### config.mk
export PLATFORM = sky130hd
export DESIGN_NAME = ps2_mouse_packet_cursor_tracker_top
export DESIGN_NICKNAME = d
export VERILOG_FILES = /design/src/hw/rtl/ps2mct_pkg.sv /design/src/hw/rtl/ps2mct_regs.sv /design/src/hw/rtl/ps2mct_core.sv /design/src/hw/rtl/ps2_mouse_packet_cursor_tracker_top.sv
export SDC_FILE = /design/constraint.sdc
export NUM_CORES = 1
export LEC_CHECK = 0
export BUFFER_PORTS_ARGS = -buffer_cell sky130_fd_sc_hd__buf_2
export CORE_MARGIN = 3
export CORE_UTILIZATION = 54
export CTS_CLUSTER_DIAMETER = 80
export DETAILED_ROUTE_END_ITERATION = 8
export GPL_ROUTABILITY_DRIVEN = 0
export PLACE_DENSITY = 0.78
export SETUP_SLACK_MARGIN = 0.3
export SYNTH_ARGS = -nofsm -noshare
export SYNTH_HDL_FRONTEND = slang
export SYNTH_HIERARCHICAL = 1
export SYNTH_SLANG_ARGS = --single-unit
### constraint.sdc
create_clock -name i_clk -period 4.3 [get_ports i_clk]
set_input_delay 0.86 -clock i_clk [delete_from_list [all_inputs] [get_ports i_clk]]
set_output_delay 0.86 -clock i_clk [all_outputs]
set_load 0.005 [all_outputs]
### src/hw/rtl/ps2mct_pkg.sv
// types and constants shared by the mouse packet cursor tracker
// no dependencies
package ps2mct_pkg;

    localparam int unsigned POS_W  = 12;
    localparam int unsigned BYTE_W = 8;
    localparam int unsigned BTN_W  = 3;
    localparam int unsigned SUM_W  = POS_W + 2;

    // header bit positions
    localparam int unsigned HDR_SYNC_BIT  = 3;
    localparam int unsigned HDR_XSIGN_BIT = 4;
    localparam int unsigned HDR_YSIGN_BIT = 5;

    // reset values
    localparam logic [POS_W-1:0] RESET_LIMIT_X = 12'd1010;
    localparam logic [POS_W-1:0] RESET_LIMIT_Y = 12'd750;
    localparam logic [POS_W-1:0] RESET_POS_X   = 12'd512;
    localparam logic [POS_W-1:0] RESET_POS_Y   = 12'd384;

    // register index codes
    localparam logic REG_LIMIT_X = 1'b0;
    localparam logic REG_LIMIT_Y = 1'b1;

    // place of the next byte within a packet
    typedef enum logic [1:0] {
        BP_HEADER = 2'd0,
        BP_XBYTE  = 2'd1,
        BP_YBYTE  = 2'd2
    } t_byte_pos;

    typedef struct packed {
        logic [POS_W-1:0] limit_x;
        logic [POS_W-1:0] limit_y;
    } t_limits;

    typedef struct packed {
        logic [POS_W-1:0] cursor_x;
        logic [POS_W-1:0] cursor_y;
        logic [BTN_W-1:0] button_bits;
    } t_result;

endpackage

### src/hw/rtl/ps2mct_regs.sv
// configuration registers for the cursor limits, apb-style access
// depends on ps2mct_pkg
module ps2mct_regs (
    input  logic                  i_clk,
    input  logic                  i_rst_n,
    input  logic                  psel,
    input  logic                  penable,
    input  logic                  pwrite,
    input  logic [2:0]            paddr,
    input  logic [31:0]           pwdata,
    output logic [31:0]           prdata,
    output logic                  pready,
    output ps2mct_pkg::t_limits   o_limits
);

    logic [ps2mct_pkg::POS_W-1:0] r_limit_x, n_limit_x;
    logic [ps2mct_pkg::POS_W-1:0] r_limit_y, n_limit_y;
    logic                         wr_en;
    logic                         reg_idx;

    assign pready  = 1'b1;
    assign wr_en   = psel && penable && pwrite;
    assign reg_idx = paddr[2];

    // write decode
    always_comb begin
        n_limit_x = r_limit_x;
        n_limit_y = r_limit_y;
        if (wr_en) begin
            unique case (reg_idx)
                ps2mct_pkg::REG_LIMIT_X: n_limit_x = pwdata[ps2mct_pkg::POS_W-1:0];
                ps2mct_pkg::REG_LIMIT_Y: n_limit_y = pwdata[ps2mct_pkg::POS_W-1:0];
                default: ;
            endcase
        end
    end

    always_ff @(posedge i_clk) begin
        if (!i_rst_n) begin
            r_limit_x <= ps2mct_pkg::RESET_LIMIT_X;
            r_limit_y <= ps2mct_pkg::RESET_LIMIT_Y;
        end else begin
            r_limit_x <= n_limit_x;
            r_limit_y <= n_limit_y;
        end
    end

    // read mux
    always_comb begin
        unique case (reg_idx)
            ps2mct_pkg::REG_LIMIT_X: prdata = {20'd0, r_limit_x};
            ps2mct_pkg::REG_LIMIT_Y: prdata = {20'd0, r_limit_y};
            default:                 prdata = 32'd0;
        endcase
    end

    assign o_limits.limit_x = r_limit_x;
    assign o_limits.limit_y = r_limit_y;

endmodule

### src/hw/rtl/ps2mct_core.sv
// packet assembly and cursor update, state advances on i_advance
// depends on ps2mct_pkg
module ps2mct_core (
    input  logic                              i_clk,
    input  logic                              i_rst_n,
    input  logic                              i_advance,
    input  logic [ps2mct_pkg::BYTE_W-1:0]     i_byte,
    input  ps2mct_pkg::t_limits               i_limits,
    output logic                              o_has_result,
    output ps2mct_pkg::t_result               o_result
);

    localparam int unsigned SW = ps2mct_pkg::SUM_W;
    localparam int unsigned PW = ps2mct_pkg::POS_W;

    ps2mct_pkg::t_byte_pos        r_pos, n_pos;
    logic [ps2mct_pkg::BYTE_W-1:0] r_header, n_header;
    logic [ps2mct_pkg::BYTE_W-1:0] r_xbyte, n_xbyte;
    logic [PW-1:0]                r_pos_x, n_pos_x;
    logic [PW-1:0]                r_pos_y, n_pos_y;
    logic [ps2mct_pkg::BTN_W-1:0] r_buttons, n_buttons;

    logic          x_sign, y_sign;
    logic [SW-1:0] sum_x, sum_y;
    logic [PW-1:0] clamp_x, clamp_y;

    // next byte position
    always_comb begin
        n_pos = r_pos;
        if (i_advance) begin
            unique case (r_pos)
                ps2mct_pkg::BP_XBYTE: n_pos = ps2mct_pkg::BP_YBYTE;
                ps2mct_pkg::BP_YBYTE: n_pos = ps2mct_pkg::BP_HEADER;
                default: begin
                    if (i_byte[ps2mct_pkg::HDR_SYNC_BIT]) begin
                        n_pos = ps2mct_pkg::BP_XBYTE;
                    end else begin
                        n_pos = ps2mct_pkg::BP_HEADER;
                    end
                end
            endcase
        end
    end

    // outputs of the sequencer
    always_comb begin
        unique case (r_pos)
            ps2mct_pkg::BP_YBYTE: o_has_result = 1'b1;
            default:              o_has_result = 1'b0;
        endcase
    end

    // signed deltas and saturating update
    assign x_sign = r_header[ps2mct_pkg::HDR_XSIGN_BIT];
    assign y_sign = r_header[ps2mct_pkg::HDR_YSIGN_BIT];
    assign sum_x  = {2'b00, r_pos_x} + {{(SW-ps2mct_pkg::BYTE_W){x_sign}}, r_xbyte};
    assign sum_y  = {2'b00, r_pos_y} - {{(SW-ps2mct_pkg::BYTE_W){y_sign}}, i_byte};

    always_comb begin
        if (sum_x[SW-1]) begin
            clamp_x = '0;
        end else if (sum_x[SW-2:0] > {1'b0, i_limits.limit_x}) begin
            clamp_x = i_limits.limit_x;
        end else begin
            clamp_x = sum_x[PW-1:0];
        end
        if (sum_y[SW-1]) begin
            clamp_y = '0;
        end else if (sum_y[SW-2:0] > {1'b0, i_limits.limit_y}) begin
            clamp_y = i_limits.limit_y;
        end else begin
            clamp_y = sum_y[PW-1:0];
        end
    end

    // data state updates
    always_comb begin
        n_header  = r_header;
        n_xbyte   = r_xbyte;
        n_pos_x   = r_pos_x;
        n_pos_y   = r_pos_y;
        n_buttons = r_buttons;
        if (i_advance) begin
            unique case (r_pos)
                ps2mct_pkg::BP_XBYTE: n_xbyte = i_byte;
                ps2mct_pkg::BP_YBYTE: begin
                    n_pos_x   = clamp_x;
                    n_pos_y   = clamp_y;
                    n_buttons = r_header[ps2mct_pkg::BTN_W-1:0];
                end
                default: begin
                    if (i_byte[ps2mct_pkg::HDR_SYNC_BIT]) begin
                        n_header = i_byte;
                    end
                end
            endcase
        end
    end

    always_ff @(posedge i_clk) begin
        if (!i_rst_n) begin
            r_pos     <= ps2mct_pkg::BP_HEADER;
            r_header  <= '0;
            r_xbyte   <= '0;
            r_pos_x   <= ps2mct_pkg::RESET_POS_X;
            r_pos_y   <= ps2mct_pkg::RESET_POS_Y;
            r_buttons <= '0;
        end else begin
            r_pos     <= n_pos;
            r_header  <= n_header;
            r_xbyte   <= n_xbyte;
            r_pos_x   <= n_pos_x;
            r_pos_y   <= n_pos_y;
            r_buttons <= n_buttons;
        end
    end

    assign o_result.cursor_x    = clamp_x;
    assign o_result.cursor_y    = clamp_y;
    assign o_result.button_bits = r_header[ps2mct_pkg::BTN_W-1:0];

endmodule

### src/hw/rtl/ps2_mouse_packet_cursor_tracker_top.sv
// a packet's third byte is held in the input register, and its result then in the result register
// throughput: one byte per cycle while not stalled, set by the single input register stage
// the input stalls only when a third byte meets a result still waiting
// reset: synchronous active low, clears handshakes, packet position, cursor
// to 512/384 and limits to 1010/750
module ps2_mouse_packet_cursor_tracker_top (
    input  logic        i_clk,
    input  logic        i_rst_n,
    input  logic        i_valid,
    output logic        o_stall,
    input  logic [7:0]  i_data_byte,
    output logic        o_valid,
    input  logic        i_stall,
    output logic [11:0] o_cursor_x,
    output logic [11:0] o_cursor_y,
    output logic [2:0]  o_button_bits,
    input  logic        psel,
    input  logic        penable,
    input  logic        pwrite,
    input  logic [2:0]  paddr,
    input  logic [31:0] pwdata,
    output logic [31:0] prdata,
    output logic        pready
);

    ps2mct_pkg::t_limits limits;
    ps2mct_pkg::t_result core_result;
    ps2mct_pkg::t_result r_out, n_out;

    logic       r_in_valid, n_in_valid;
    logic [7:0] r_in_byte, n_in_byte;
    logic       r_out_valid, n_out_valid;
    logic       has_result, out_free, advance, in_take;

    ps2mct_regs u_regs (
        .i_clk    (i_clk),
        .i_rst_n  (i_rst_n),
        .psel     (psel),
        .penable  (penable),
        .pwrite   (pwrite),
        .paddr    (paddr),
        .pwdata   (pwdata),
        .prdata   (prdata),
        .pready   (pready),
        .o_limits (limits)
    );

    ps2mct_core u_core (
        .i_clk        (i_clk),
        .i_rst_n      (i_rst_n),
        .i_advance    (advance),
        .i_byte       (r_in_byte),
        .i_limits     (limits),
        .o_has_result (has_result),
        .o_result     (core_result)
    );

    // handshake control
    assign out_free = !r_out_valid || !i_stall;
    assign advance  = r_in_valid && (!has_result || out_free);
    assign o_stall  = r_in_valid && !advance;
    assign in_take  = i_valid && !o_stall;

    // input register
    always_comb begin
        n_in_byte = r_in_byte;
        if (in_take) begin
            n_in_valid = 1'b1;
            n_in_byte  = i_data_byte;
        end else if (advance) begin
            n_in_valid = 1'b0;
        end else begin
            n_in_valid = r_in_valid;
        end
    end

    // result register
    always_comb begin
        n_out = r_out;
        if (advance && has_result) begin
            n_out_valid = 1'b1;
            n_out       = core_result;
        end else if (out_free) begin
            n_out_valid = 1'b0;
        end else begin
            n_out_valid = r_out_valid;
        end
    end

    always_ff @(posedge i_clk) begin
        if (!i_rst_n) begin
            r_in_valid  <= 1'b0;
            r_out_valid <= 1'b0;
        end else begin
            r_in_valid  <= n_in_valid;
            r_out_valid <= n_out_valid;
        end
    end

    always_ff @(posedge i_clk) begin
        r_in_byte <= n_in_byte;
        r_out     <= n_out;
    end

    assign o_valid       = r_out_valid;
    assign o_cursor_x    = r_out.cursor_x;
    assign o_cursor_y    = r_out.cursor_y;
    assign o_button_bits = r_out.button_bits;

endmodule

# Word-level counts from Yosys, hierarchy flattened
# Index checks and enable logic that the tools add are counted.
[op_classes]
addsub = 2
mul = 0
n_div = 0
n_lt_le_gt_ge = 2
eq_ne = 2
shift = 0
n_mux = 12
bitwise = 2
n_reduce_logical = 21
[ops]
columns = ["cell", "n"]
rows = [
  ["$pmux 32 s2", 1],
  ["$mux 12", 4],
  ["$gt 13x12->1", 2],
  ["$add 13x9->14", 1],
  ["$sub 13x9->14", 1],
  ["$reduce_and 2->1", 4],
  ["$logic_and 1x1->1", 6],
  ["$mux 1", 6],
  ["$logic_not 1->1", 5],
  ["$pmux 2 s2", 1],
  ["$reduce_bool 2->1", 2],
  ["$reduce_and 3->1", 1],
  ["$eq 2x1->1 const B", 1],
  ["$eq 2x2->1 const B", 1],
  ["$logic_or 1x1->1", 2],
  ["$not 1->1", 2],
  ["$reduce_or 2->1", 1],
]
[word_totals]
register_bits = 101
latch_bits = 0
ram_bits = 0
mem_bits_ro = 0
in_bits = 50
output_inout_bits = 62
word_cells = 54
memories = 0

# Longest topological paths before layout
[depth]
depth_word = 10
mapped_depth = 19
mapped_depth_nobuf = 18

# By module
# The synthesis kept the hierarchy.
[by_module_without_submodules]
columns = ["module", "n_inst", "cells_each", "area_per_inst_um2", "seq_area_each_um2"]
rows = [
  ["ps2mct_core", 1, 459, 3568.4, 780.7],
  ["ps2mct_regs", 1, 134, 1310.0, 480.5],
  ["ps2_mouse_packet_cursor_tracker_top", 1, 46, 1146.1, 1091.0],
]

# Least setup slack after synthesis
# No wires, ideal clock.
[synth_path]
kind = "reg-to-reg"
from = "reg u_core/r_header[5] (netlist bit)"
to = "reg r_out, in the netlist o_cursor_y[10], data pin"
setup_time_ns = 0.269
arrival_ns = 3.294
t_required_ns = 4.031
path_slack_ns = 0.737
stages_incl_launch_ff = 19
n_path_buf = 2
synth_period_minus_slack_ns = 3.563
cell_sequence = "dfxtp_1 clkbuf_1 inv_1 ha_1 a21oi_1 nand2_1 o211ai_2 mux2i_1 a2111oi_2 ha_1 nand4_1 nor2_1 a21oi_1 a21oi_1 a31oi_1 nand3_2 buf_8 mux2i_1 nor2_1"
[synth_lines]
columns = ["item", "line_no", "text"]
rows = [
  ["from (decl)", "ps2mct_core.sv:17", "logic [ps2mct_pkg::BYTE_W-1:0] r_header, n_header;"],
  ["from (signal assigned)", "ps2mct_core.sv:110", "r_header <= n_header;"],
  ["to (signal assigned)", "ps2_mouse_packet_cursor_tracker_top.sv:102", "r_out <= n_out;"],
  ["to (decl)", "ps2_mouse_packet_cursor_tracker_top.sv:28", "ps2mct_pkg::t_result r_out, n_out;"],
]

==> impl_metrics.env <==
export IMPL_nets=814
export IMPL_final_common_cell="buf_2"
export IMPL_grt_remaining_overflow=0
export IMPL_status="completed"
export IMPL_clock_latency_ns=0.38
export IMPL_ys_types=61
export IMPL_power_density_mw_per_mm2=303
export IMPL_path_max_fanout=12
export IMPL_post_dp_hpwl_um=10500
export IMPL_cts_root_buffer="clkbuf_8"
export IMPL_maxSlewViolCount=0
export IMPL_io_pins=112
export IMPL_clkSinkCount=100
export IMPL_cts_buffer_depth=2
export IMPL_r2r_end="o_cursor_y[5]"
export IMPL_final_cell_mix="68 x buf_2, 65 x nand2_1, 64 x dfxtp_1"
export IMPL_ys_warn_count=6
export IMPL_syn_to_final_growth_pct=15.0
export IMPL_core_area_mm2=0.0106
export IMPL_rr_worst_depth=17
export IMPL_reg2reg_from="r_in_byte[5]"
export IMPL_ys_flop_type="dfxtp_1"
export IMPL_rrSetupSlack_ns=0.24
export IMPL_cap_violations=0
export IMPL_diodes=0
export IMPL_synth_cells=639
export IMPL_rows=37
export IMPL_drtPass1Iterations=5
export IMPL_viasPerCell=5.61
export IMPL_critPathArrivalTime_ns=4.20
export IMPL_min_path_type="register to register"
export IMPL_dieHeight_um=112
export IMPL_cts_tree="done"
export IMPL_cts_buffers=9
export IMPL_grt_max_degree=45
export IMPL_finalWorstPathRequiredPeriod_ns=4.06
export IMPL_grt_setup_unrepaired="true"
export IMPL_yosysSeqAreaShare_pct=39.0
export IMPL_drt_wirelength_per_cell_um=17.0
export IMPL_async_reset_ff_share_pct=0
export IMPL_grt_first_pass_wirelength_um=22600
export IMPL_htreeDepth=3
export IMPL_max_slew_worst_pin_slew_ns=0.880
export IMPL_io_buffers=68
export IMPL_routed_wl_um=14400
export IMPL_fmax_mhz=246
export IMPL_drive_above_1_share_pct=22.4
export IMPL_antenna_found_initial=0
export IMPL_synthesis_area_mm2=0.00602
export IMPL_drt_iter0_markers=289
export IMPL_hold_violations=0
export IMPL_n_fill_cell=821
export IMPL_leakagePower_uw=0.00301
export IMPL_drc=0
export IMPL_fin_crit_sh_pct=94.4
export IMPL_synth_avg_cell_area_um2=9.43
export IMPL_max_slew_margin_rel_pct=41.3
export IMPL_path_class="register to register"
export IMPL_ir_drop_uv=223
export IMPL_vias=4767
export IMPL_synth_seq_cells=100
export IMPL_setup_tns_ns=0
export IMPL_fp_dieArea_mm2=0.0125
export IMPL_end_kind="register"
export IMPL_ant_nets=0
export IMPL_grt_pass1_vias=4678
export IMPL_start_kind="register"
export IMPL_cp_endpoint="o_cursor_y[5]"
export IMPL_synth_enable_flop_cells=35
export IMPL_die_w_um=112
export IMPL_cp_startpoint="r_in_byte[5]"
export IMPL_start_util_pct=56.8
export IMPL_clk_pin_slew_worst_paths_ns=0.10
export IMPL_setup_violations_final=0
export IMPL_crit_required_ns=4.44
export IMPL_grt_usage_pct=22.3
export IMPL_whs_ns=0.450
export IMPL_finalClockSkew_ns=0.0128
flip-flops by register name, indices dropped and copies added (netlist names), 2 cells and up:
name	count
o_button_bits	3
o_cursor_x	12
o_cursor_y	12
r_in_byte	8
u_core/r_header	5
u_core/r_pos	2
u_core/r_pos_x	12
u_core/r_pos_y	12
u_core/r_xbyte	8
u_regs/r_limit_x	12
u_regs/r_limit_y	12
metal layers:
metal / GRT usage [%] / share of wire [%] / routed length [um] / up-vias
met3: 3.97 / 5.6 / 815 / 36
met1: 27.1 / 41 / 5930 / 2241
met2: 39.2 / 50 / 7280 / 174
met4: 8.76 / 2.8 / 401 / 0
li1: - / - / - / 2316
met5: 0 / 0 / 0 / -
power by group:
part | switching, uW | internal, uW
clock | 357 | 315
combinational | 219 | 185
sequential | 18.0 | 1000
what timing repair did:
item                       CTS  global route
hold endpoints to repair     0             0
hold buffers                 0             0
pin swaps                    0            12
setup endpoints to repair   26            48
buffers inserted             0            10
resized for setup           11            38
cell type report:
class	instances	area, um^2	share of cell area [%]
multi-input combinational	463	3510	50.7
sequential	100	2350	34.0
timing repair buffer	84	473	6.83
inverter	51	191	2.76
tap	136	170	2.46
clock buffer	10	149	2.15
clock inverter	6	75.1	1.08
cells in the mapped netlist, types with 3 or more instances:
master / instances / area [um^2]
dfxtp_1: 65 / 1300
o21ai_0: 16 / 80.1
nor3_1: 7 / 35.0
o21ai_1: 22 / 110
a21boi_0: 10 / 75.1
ha_1: 53 / 663
edfxtp_1: 35 / 1050
xnor2_1: 14 / 123
and2_1: 4 / 25.0
clkbuf_1: 12 / 45.0
or3_1: 3 / 18.8
mux2_2: 12 / 135
a21o_1: 5 / 37.5
nand2b_1: 5 / 31.3
nor2_1: 45 / 169
mux2i_1: 50 / 500
nand3_1: 15 / 75.1
nand2_1: 65 / 244
a21oi_1: 22 / 110
buf_4: 26 / 195
buf_2: 3 / 15.0
or2_2: 3 / 18.8
nor2b_1: 33 / 206
o21a_1: 5 / 37.5
a211oi_1: 5 / 37.5
nand4_1: 4 / 25.0
a31oi_1: 5 / 31.3
inv_1: 51 / 191
xor2_1: 4 / 35.0
critical path, stage by stage, from the launching register on:
cell and delay, ns:
edfxtp_1 0.41, inv_2 0.07, ha_1 0.34, o21a_1 0.23, o211ai_1 0.30, nand2_1 0.12, o211ai_2 0.13, mux2i_2 0.31
a2111oi_4 0.08, ha_1 0.33, nand4_1 0.17, nor4_2 0.35, a21oi_1 0.09, a31oi_1 0.24, nand3_4 0.11, buf_12 0.18
mux2i_1 0.29, nor2_1 0.07
kinds of logic (layout without fill, tap and decap cells):
family,count (synthesis),count (layout),synth area share [%]
AND/OR/NAND/NOR,195,195,15.7
XOR/XNOR,18,18,2.62
adder cells (fa/ha/maj),55,55,11.7
AO/OA/AOI/OAI,112,112,12.3
flip-flops,100,100,39.0
multiplexers,62,62,10.6
other,2,21,0.125
buffers and inverters,95,151,8.04
worst min path at each step:
stage / end / start / slack, ns / depth (start not counted)
3_3_place_gp: o_button_bits[1] / u_core/r_header[1] / 0.42 / 0
6_report: o_button_bits[1] / u_core/r_header[1] / 0.45 / 0
3_5_place_dp: o_button_bits[1] / u_core/r_header[1] / 0.43 / 0
4_1_cts: o_button_bits[0] / u_core/r_header[0] / 0.45 / 0
5_1_grt: o_button_bits[0] / u_core/r_header[0] / 0.46 / 0
2_1_floorplan: u_core/r_pos_x[0] / u_core/r_pos_x[0] / 0.43 / 2
through the flow:
step                      setup slack (ns)  power, uW  std cells  instance area (um^2)  utilization (%)
after floorplan                      0.737       1280        658                  6100                -
after global placement               0.279       1330        824                  6360             60.0
after detailed placement             0.158       1350        824                  6360             60.0
after CTS                            0.278       2020        840                  6630             62.6
after global routing                 0.102       2170        850                  6930             65.3
final                                0.243       2100        850                  6930             65.3
(Power assumes the default switching activity.)
